`config.mk`:
```
export PLATFORM = sky130hd
export DESIGN_NAME = gbwc_back
export DESIGN_NICKNAME = d
export VERILOG_FILES = /design/src/design/gbwc_pkg.sv /design/src/design/gbwc_back.sv
export SDC_FILE = /design/constraint.sdc
export NUM_CORES = 1
export LEC_CHECK = 0
export BUFFER_PORTS_ARGS = -buffer_cell sky130_fd_sc_hd__buf_2
export CORE_UTILIZATION = 30
export CTS_CLUSTER_SIZE = 16
export DETAILED_ROUTE_END_ITERATION = 8
export PLACE_DENSITY = 0.58
export SETUP_SLACK_MARGIN = 0.5
export SLEW_MARGIN = 5
export SYNTH_ARGS = -nofsm -noshare
export SYNTH_HDL_FRONTEND = slang
export SYNTH_MEMORY_MAX_BITS = 65536
export SYNTH_SLANG_ARGS = --single-unit
```
`constraint.sdc`:
```
create_clock -name clk -period 3.25 [get_ports clk]
set_input_delay 0 -clock clk [delete_from_list [all_inputs] [get_ports clk]]
set_output_delay 0 -clock clk [all_outputs]
set_load 0.05 [all_outputs]
```
`src/design/gbwc_pkg.sv`:
```
// ============================================================================
// gbwc_pkg
// Types, letter masks and rule tables for the G-code block word checker.
// ============================================================================
`default_nettype none

package gbwc_pkg;

  localparam int unsigned NUM_LETTERS = 26;
  localparam int unsigned NUM_TERMS   = 5;

  localparam logic [7:0] CHAR_A = 8'h41;
  localparam logic [7:0] CHAR_Z = 8'h5A;

  // verdict codes
  localparam logic [1:0] ST_OK    = 2'd0;
  localparam logic [1:0] ST_ERR   = 2'd1;
  localparam logic [1:0] ST_UNCHK = 2'd2;

  // G numbers with a rule
  localparam logic [6:0] G00 = 7'd0;
  localparam logic [6:0] G01 = 7'd1;
  localparam logic [6:0] G02 = 7'd2;
  localparam logic [6:0] G03 = 7'd3;
  localparam logic [6:0] G04 = 7'd4;
  localparam logic [6:0] G28 = 7'd28;
  localparam logic [6:0] G50 = 7'd50;
  localparam logic [6:0] G70 = 7'd70;
  localparam logic [6:0] G71 = 7'd71;
  localparam logic [6:0] G72 = 7'd72;
  localparam logic [6:0] G74 = 7'd74;
  localparam logic [6:0] G75 = 7'd75;
  localparam logic [6:0] G76 = 7'd76;
  localparam logic [6:0] G96 = 7'd96;
  localparam logic [6:0] G97 = 7'd97;
  localparam logic [6:0] G99 = 7'd99;

  typedef logic [NUM_LETTERS-1:0] lmask_t;
  typedef logic [NUM_TERMS-1:0][NUM_LETTERS-1:0] terms_t;

  localparam lmask_t LB_F = lmask_t'(1) << 5;
  localparam lmask_t LB_G = lmask_t'(1) << 6;
  localparam lmask_t LB_M = lmask_t'(1) << 12;
  localparam lmask_t LB_N = lmask_t'(1) << 13;
  localparam lmask_t LB_P = lmask_t'(1) << 15;
  localparam lmask_t LB_Q = lmask_t'(1) << 16;
  localparam lmask_t LB_R = lmask_t'(1) << 17;
  localparam lmask_t LB_S = lmask_t'(1) << 18;
  localparam lmask_t LB_T = lmask_t'(1) << 19;
  localparam lmask_t LB_U = lmask_t'(1) << 20;
  localparam lmask_t LB_W = lmask_t'(1) << 22;
  localparam lmask_t LB_X = lmask_t'(1) << 23;
  localparam lmask_t LB_Z = lmask_t'(1) << 25;
  localparam lmask_t LB_NONE = '0;

  typedef enum logic [4:0] {
    R_G00, R_G01, R_G02, R_G04, R_G28, R_G50, R_G70,
    R_G71A, R_G71B, R_G72A, R_G72B, R_G74A, R_G74B,
    R_G75A, R_G75B, R_G76A, R_G76B, R_G96,
    R_ONE_WORD, R_UNCHECKED
  } rule_t;

  // classified word as it travels from front to back
  typedef struct packed {
    lmask_t letter_oh;
    logic   bad;
    logic   last;
    rule_t  rule;
  } word_t;

  function automatic rule_t rule_lookup(input logic [6:0] g, input logic part);
    rule_t r;
    r = R_UNCHECKED;
    case (g)
      G00:      r = R_G00;
      G01:      r = R_G01;
      G02, G03: r = R_G02;
      G04:      r = R_G04;
      G28:      r = R_G28;
      G50:      r = R_G50;
      G70:      r = R_G70;
      G71:      r = part ? R_G71B : R_G71A;
      G72:      r = part ? R_G72B : R_G72A;
      G74:      r = part ? R_G74B : R_G74A;
      G75:      r = part ? R_G75B : R_G75A;
      G76:      r = part ? R_G76B : R_G76A;
      G96, G97: r = R_G96;
      G99:      r = R_ONE_WORD;
      default:  r = R_UNCHECKED;
    endcase
    return r;
  endfunction

  function automatic lmask_t rule_allowed(input rule_t r);
    lmask_t m;
    m = LB_NONE;
    case (r)
      R_G00:   m = LB_N | LB_X | LB_Z | LB_T;
      R_G01:   m = LB_N | LB_X | LB_Z | LB_F;
      R_G02:   m = LB_N | LB_X | LB_Z | LB_R;
      R_G04:   m = LB_N | LB_P;
      R_G28:   m = LB_N | LB_X | LB_Z | LB_R | LB_U | LB_W | LB_M | LB_T;
      R_G50:   m = LB_N | LB_S;
      R_G70:   m = LB_N | LB_P | LB_Q | LB_F | LB_S | LB_T;
      R_G71A:  m = LB_N | LB_U | LB_R;
      R_G71B:  m = LB_N | LB_P | LB_Q | LB_U | LB_W | LB_F | LB_S | LB_T;
      R_G72A:  m = LB_N | LB_W | LB_R;
      R_G72B:  m = LB_N | LB_P | LB_Q | LB_U | LB_W | LB_F | LB_S | LB_T;
      R_G74A:  m = LB_N | LB_R;
      R_G74B:  m = LB_N | LB_Z | LB_Q | LB_F;
      R_G75A:  m = LB_R;
      R_G75B:  m = LB_N | LB_X | LB_P | LB_F;
      R_G76A:  m = LB_R | LB_Q | LB_P;
      R_G76B:  m = LB_X | LB_U | LB_Z | LB_W | LB_R | LB_Q | LB_P | LB_F;
      R_G96:   m = LB_T | LB_S | LB_M;
      default: m = LB_NONE;
    endcase
    return m | LB_G;
  endfunction

  // required-letter terms: the block passes if any nonzero term is fully present
  function automatic terms_t rule_terms(input rule_t r);
    terms_t t;
    t = '0;
    case (r)
      R_G00:   t = {LB_NONE, LB_NONE, LB_NONE, LB_Z, LB_X};
      R_G01:   t = {LB_NONE, LB_NONE, LB_NONE, LB_NONE, LB_F};
      R_G02:   t = {LB_NONE, LB_NONE, LB_NONE, LB_X | LB_Z, LB_R};
      R_G04:   t = {LB_NONE, LB_NONE, LB_NONE, LB_NONE, LB_P};
      R_G28:   t = {LB_NONE, LB_NONE, LB_NONE, LB_W, LB_U};
      R_G50:   t = {LB_NONE, LB_NONE, LB_NONE, LB_NONE, LB_S};
      R_G70:   t = {LB_T, LB_S, LB_F, LB_Q, LB_P};
      R_G71A:  t = {LB_NONE, LB_NONE, LB_NONE, LB_R, LB_U};
      R_G71B:  t = {LB_NONE, LB_W, LB_U, LB_Q, LB_P};
      R_G72A:  t = {LB_NONE, LB_NONE, LB_NONE, LB_R, LB_W};
      R_G72B:  t = {LB_F, LB_W, LB_U, LB_Q, LB_P};
      R_G74A:  t = {LB_NONE, LB_NONE, LB_NONE, LB_NONE, LB_R};
      R_G74B:  t = {LB_NONE, LB_NONE, LB_F, LB_Q, LB_Z};
      R_G75A:  t = {LB_NONE, LB_NONE, LB_NONE, LB_NONE, LB_R};
      R_G75B:  t = {LB_NONE, LB_NONE, LB_F, LB_P, LB_X};
      R_G76A:  t = {LB_NONE, LB_NONE, LB_P, LB_Q, LB_R};
      R_G76B:  t = {LB_F, LB_R, LB_P, LB_Z | LB_W, LB_X | LB_U};
      R_G96:   t = {LB_NONE, LB_NONE, LB_NONE, LB_NONE, LB_S};
      default: t = '0;
    endcase
    return t;
  endfunction

endpackage

`default_nettype wire

```
`src/design/gbwc_back.sv`:
```
// ============================================================================
// gbwc_back
// Per-block letter flags, verdict on the last word, registered result.
// ============================================================================
`default_nettype none

module gbwc_back (
  input  wire logic          clk,
  input  wire logic          rst_n,
  input  wire logic          q_valid,
  input  wire gbwc_pkg::word_t q_word,
  output logic               q_pop,
  output logic               out_valid,
  input  wire logic          out_ready,
  output logic [1:0]         out_status
);
  import gbwc_pkg::*;

  lmask_t     seen_r, seen_nxt;
  logic       bad_r, bad_nxt;
  logic       extra_r, extra_nxt;
  logic       out_valid_r;
  logic [1:0] status_r;
  logic [1:0] verdict;
  lmask_t     allowed;
  terms_t     terms;
  logic       term_hit;

  // a last word can only leave once the result register has room
  assign q_pop = q_valid && (!q_word.last || !out_valid_r || out_ready);

  always_comb begin
    extra_nxt = extra_r || (seen_r != '0) || bad_r;
    seen_nxt  = seen_r | q_word.letter_oh;
    bad_nxt   = bad_r || q_word.bad;
    allowed   = rule_allowed(q_word.rule);
    terms     = rule_terms(q_word.rule);
    term_hit  = 1'b0;
    for (int i = 0; i < NUM_TERMS; i++) begin
      if ((terms[i] != '0) && ((seen_nxt & terms[i]) == terms[i])) begin
        term_hit = 1'b1;
      end
    end
    case (q_word.rule)
      R_UNCHECKED: verdict = ST_UNCHK;
      R_ONE_WORD:  verdict = extra_nxt ? ST_ERR : ST_OK;
      default: begin
        if (bad_nxt || ((seen_nxt & ~allowed) != '0) || !term_hit) begin
          verdict = ST_ERR;
        end else begin
          verdict = ST_OK;
        end
      end
    endcase
  end

  always_ff @(posedge clk) begin
    if (!rst_n) begin
      seen_r      <= '0;
      bad_r       <= 1'b0;
      extra_r     <= 1'b0;
      out_valid_r <= 1'b0;
    end else begin
      if (q_pop) begin
        if (q_word.last) begin
          seen_r  <= '0;
          bad_r   <= 1'b0;
          extra_r <= 1'b0;
        end else begin
          seen_r  <= seen_nxt;
          bad_r   <= bad_nxt;
          extra_r <= extra_nxt;
        end
      end
      if (q_pop && q_word.last) begin
        out_valid_r <= 1'b1;
      end else if (out_ready) begin
        out_valid_r <= 1'b0;
      end
    end
  end

  always_ff @(posedge clk) begin
    if (q_pop && q_word.last) begin
      status_r <= verdict;
    end
  end

  assign out_valid  = out_valid_r;
  assign out_status = status_r;

endmodule

`default_nettype wire

```
**After elaboration in Yosys (flattened, before gate mapping)**

Memory sizes are Yosys's and may differ from the RTL's.
Index checks and enable logic that the tools add are counted.
W data, S select, Z words.

- Input port bits: 37
- Bits in read-only memories: 1,088
- Register bits: 31
- Memories kept: 2
- Logic and storage cells: 60
- Output and inout bits: 4

Memory list:

| memory | words | bits a word | read ports | clocked after memory_dff | wr ports | line | source |
|---|---|---|---|---|---|---|---|
| (name not given) | 32 | 22 | 1 | 0 | 0 | gbwc_pkg.sv:125 | `case (r)` |
| (name not given) | 32 | 12 | 1 | 0 | 0 | gbwc_pkg.sv:97 | `case (r)` |

- Bitwise gates (word level): 8
- Mux-type cells: 13
- Eq/ne operators: 7
- Reduce and logical (&&, ||, !) cells: 25

Operators by type and width:

| kind | count |
|---|---|
| $reduce_bool A26 Y1 | 7 |
| $and A26 B26 Y26 | 6 |
| $eq A26 B26 Y1 | 5 |
| $mux W26 | 1 |
| $not A26 Y26 | 1 |
| $or A26 B26 Y26 | 1 |
| $mux W1 | 11 |
| $eq A5 B5 Y1 const B | 2 |
| $logic_and A1 B1 Y1 | 7 |
| $logic_or A1 B1 Y1 | 7 |
| $pmux W2 S2 | 1 |
| $logic_not A1 Y1 | 3 |
| $reduce_bool A2 Y1 | 1 |

**Longest topological paths before layout**

- Depth in word-level cells: 13
- Gate-level depth with buffers: 9
- Gate-level depth less buffers: 8

**Worst setup path after synthesis**

Ideal clock, no wire load.

- Path kind: register to register
- From: reg out_valid_r, in the netlist out_valid
- To: reg seen_r[10]
- Cell stages (with the launch flop): 7
- Setup time: 0.066 ns
- Data required time: 3.184 ns
- Path slack: 1.267 ns
- Clock period less this slack: 1.983 ns
- Buffers on the path: 2
- Arrival: 1.917 ns
- Cells stage by stage: dfxtp_1 -> nand2b_1 -> o21a_1 -> clkbuf_1 -> buf_1 -> a21oi_1 -> nor2_1

- Longest elaborated chain between the ends: 4

Ends and longest elaborated chain:

| element | line | source |
|---|---|---|
| start: declaration | gbwc_back.sv:22 | `logic out_valid_r;` |
| start signal: assignment | gbwc_back.sv:62 | `out_valid_r <= 1'b0;` |
| start signal: assignment | gbwc_back.sv:76 | `out_valid_r <= 1'b1;` |
| start signal: assignment | gbwc_back.sv:78 | `out_valid_r <= 1'b0;` |
| $logic_not A1 Y1 | gbwc_back.sv:30 | `assign q_pop = q_valid && (!q_word.last \|\| !out_valid_r \|\| out_ready);` |
| $logic_or A1 B1 Y1 (2 in series) | gbwc_back.sv:30 |  |
| $logic_and A1 B1 Y1 | gbwc_back.sv:30 |  |
| via q_pop | gbwc_back.sv:12 | `output logic q_pop,` |
| end signal: assignment | gbwc_back.sv:70 | `seen_r <= seen_nxt;` |
| end: declaration | gbwc_back.sv:19 | `lmask_t seen_r, seen_nxt;` |

The timed path passes the listed nets, and every way through them passes these cells.
A chain may end at the register's enable or synchronous reset.

**Worst setup path after layout**

- From: in q_word[0] (netlist bit)
- To: reg status_r[0], in the netlist out_status[0], data pin

- Longest elaborated chain between the ends: 13
- Elaborated cells between the ends (all ways): 37
- Those cells by class: eq/ne: 7; mux: 7; bitwise: 7; reduce/logical: 14; memory: 2

Ends and longest elaborated chain:

| element | line | source |
|---|---|---|
| start: declaration | gbwc_back.sv:11 | `input wire gbwc_pkg::word_t q_word,` |
| $mem_v2 Z32 W22 | - |  |
| $and A26 B26 Y26 | gbwc_back.sv:40 | `if ((terms[i] != '0) && ((seen_nxt & terms[i]) == terms[i])) begin` |
| $eq A26 B26 Y1 | gbwc_back.sv:40 |  |
| $logic_and A1 B1 Y1 | gbwc_back.sv:40 |  |
| $mux W1 (5 in series) | gbwc_back.sv:40 |  |
| $logic_not A1 Y1 | gbwc_back.sv:48 | `if (bad_nxt \|\| ((seen_nxt & ~allowed) != '0) \|\| !term_hit) begin` |
| $logic_or A1 B1 Y1 | gbwc_back.sv:48 |  |
| $mux W1 | gbwc_back.sv:48 |  |
| $pmux W2 S2 * | gbwc_back.sv:44 | `case (q_word.rule)` |
| via verdict[0] | gbwc_back.sv:24 | `logic [1:0] verdict;` |
| end signal: assignment | gbwc_back.sv:85 | `status_r <= verdict;` |
| end: declaration | gbwc_back.sv:23 | `logic [1:0] status_r;` |

The timed path passes the listed nets; every way through them passes the cells marked *.

==> flow_metrics.tcl <==
set metrics [dict create \
    hpwl_mm 4.47 \
    cts-root-buf "clkbuf_8" \
    slew_headroom 0.337 \
    synth-seq-area-share 0.312 \
    clkPwrFrac 0.305 \
    slowest_delay_ns 0.60 \
    hold_slack_ns 0.00630 \
    numClockSinks 31 \
    synth_warnings 0 \
    synth-edff-count 2 \
    fin_area_um2 2580 \
    routed_wl_mm 6.48 \
    endpoint_kind "register" \
    diodes 0 \
    start_util 0.318 \
    comb_power_share 0.252 \
    hold_class "in -> reg" \
    synth_cell_types 58 \
    tritoncts "yes" \
    htreeDepth 2 \
    postCtsHoldBufs 24 \
    seq_power_share 0.443 \
    grt_max_degree 34 \
    first_pass_iters 8 \
    fin_setup_tns_ns 0 \
    worstPathArrival_ns 2.40 \
    synth_top_area_share 0.283 \
    drv_cap 0 \
    grt_setup_unrepaired "no" \
    p_int_uw 658 \
    max_freq_mhz 420 \
    grtUsageTotal 0.184 \
    ios 41 \
    critPathSlowestCell "nor2b_1" \
    die-area_um2 7170 \
    period_share 0.733 \
    cp.required_ns 3.26 \
    antenna_found_initial 0 \
    p_sw_frac 0.312 \
    area_growth_pct 25.8 \
    cts_buffers 5 \
    setup_ws_ns 0.868 \
    cts_resized 0 \
    num_rows 29 \
    ant_nets 0 \
    finClkSkew_ns 0.00306 \
    io_buffers 40 \
    synth_area_leaders "dfxtp_1 28%, a21oi_1 9.8%, nor2_1 7.7%" \
    synth_top_area_cell "dfxtp_1" \
    cp_cell_sequence "buf_2 > inv_1 > ha_1 > nor2b_1 > o21ai_0 > o211a_1 > a2111oi_2 > a31o_1 > a41oi_2" \
    worst_pin_slew_ns 0.994 \
    leakage_uw 0.00102 \
    vdd_drop_max_v 0.000299 \
    routedWlPerCell_um 16.1 \
    drive_above_1_share 0.176 \
    finalPower_uw 956 \
    ys_ff_latch 31 \
    avgSynthCellArea_um2 7.63 \
    grt_pass1_vias 2210 \
    place_ws_ns 0.649 \
    synth_area_um2 2050 \
    drc 0 \
    clk_pin_slew_ns 0.06 \
    syn_nets 310 \
    overflow 0 \
    p_per_area_nw_per_um2 371 \
    cp-start-kind "input port" \
    path_class "in -> reg" \
    nNetsFinal 364 \
    clock_latency_ns 0.28 \
    vias_per_cell 5.76 \
    setup_violations 0 \
    fp.dieW_um 84.7 \
    clockBufferDepth 2 \
    core_area_um2 6460 \
    gp_congestion 0.944 \
    run_status "complete, no violations" \
    grt_pass1_wl_mm 10.6 \
    switchingPower_uw 298 \
    drt_iter0_drc 233 \
    synthArstFlopShare 0 \
    crit_fanout 12 \
    post_dp_cell_area_um2 2260 \
    post_cts_buffers 0 \
    hold_viol_final 0 \
    final_common_cell "nor2_1" \
    die_h_um 84.7 \
    syn_inst 269 \
    final_max_slew_viol_count 0 \
    synth_ff_type "dfxtp_1" \
    layout_common_cells "42 x nor2_1, 40 x a21oi_1, 40 x buf_2, 29 x dfxtp_1, 24 x dlygate4sd3_1" \
    vias 2308 \
    fin_crit_ns 2.38 \
]
## metrics by stage
stage	utilization	std cells
CTS	0.400	401
detailed placement	0.349	369
finish	0.400	401
global route	0.400	401
global placement	0.349	369
floorplan	-	269
## routing by layer
layer / wire length [um] / vias up / track usage
li1: - / 1108 / -
met3: 343 / 18 / 0.0295
met4: 144 / 0 / 0.0586
met1: 2920 / 1091 / 0.240
met5: 0 / - / 0
met2: 3070 / 91 / 0.312
## worst paths after layout
check	startpoint	to	slack [ns]	cells past startpoint
min reg2reg	seen_r[3]	seen_r[3]	0.48	2
max	q_word[0]	out_status[0]	0.87	9
min	q_word[29]	seen_r[22]	0.006	3
max reg2reg	seen_r[21]	out_status[0]	1.40	6
## critical path, delay by kind of cell
kind                     cells  cell delay, ns
AO/OA/AOI/OAI                5            1.09
adder cells (fa/ha/maj)      1            0.43
AND/OR/NAND/NOR              1            0.60
buffers and inverters        2            0.28
## Yosys cell counts (3+ instances only)
cell and n:
mux2i_1 5, o32ai_1 3, buf_2 4, buf_4 3, dfxtp_1 29, a2111oi_0 3
inv_1 5, nor2_1 42, nor3b_1 3, a21oi_1 40, nand3_1 10, ha_1 4
nor4_1 12, o21ai_0 10, nand2_1 10, nand4_1 3, nor3_1 8, clkbuf_1 7
and3_1 3, nor2b_1 6, o21a_1 3, nand2b_1 4, o211ai_1 4
## layout make-up
| type | instances | area (um^2) |
|---|---|---|
| Clock buffer | 6 | 72.6 |
| Clock inverter | 2 | 11.3 |
| Fill cell | 698 | 3880 |
| Inverter | 7 | 26.3 |
| Multi-Input combinational cell | 213 | 1290 |
| Sequential cell | 31 | 641 |
| Tap cell | 77 | 96.3 |
| Timing Repair Buffer | 65 | 448 |
## cell families (layout without fill, tap and decap cells)
group | count (synthesis) | count (layout) | synth area share
AO/OA/AOI/OAI | 88 | 88 | 0.280
XOR/XNOR | 2 | 2 | 0.00854
adder cells (fa/ha/maj) | 4 | 4 | 0.0244
buffers and inverters | 25 | 80 | 0.0610
flip-flops | 31 | 31 | 0.312
multiplexers | 5 | 5 | 0.0244
AND/OR/NAND/NOR | 114 | 114 | 0.289
## registers in the layout, summed over array words and instances (netlist names)
register,cells
bad_r,1
out_valid,1
out_status,2
extra_r,1
seen_r,26
## power groups by stage
| stage | combinational (uW) | clock [uW] | sequential [uW] |
|---|---|---|---|
| after global placement | 216 | 0 | 432 |
| after detailed placement | 215 | 0 | 432 |
| final | 241 | 292 | 424 |
| after floorplan | 145 | 0 | 433 |
| after CTS | 238 | 303 | 423 |
| after global routing | 266 | 313 | 426 |
(Power assumes the default switching activity.)
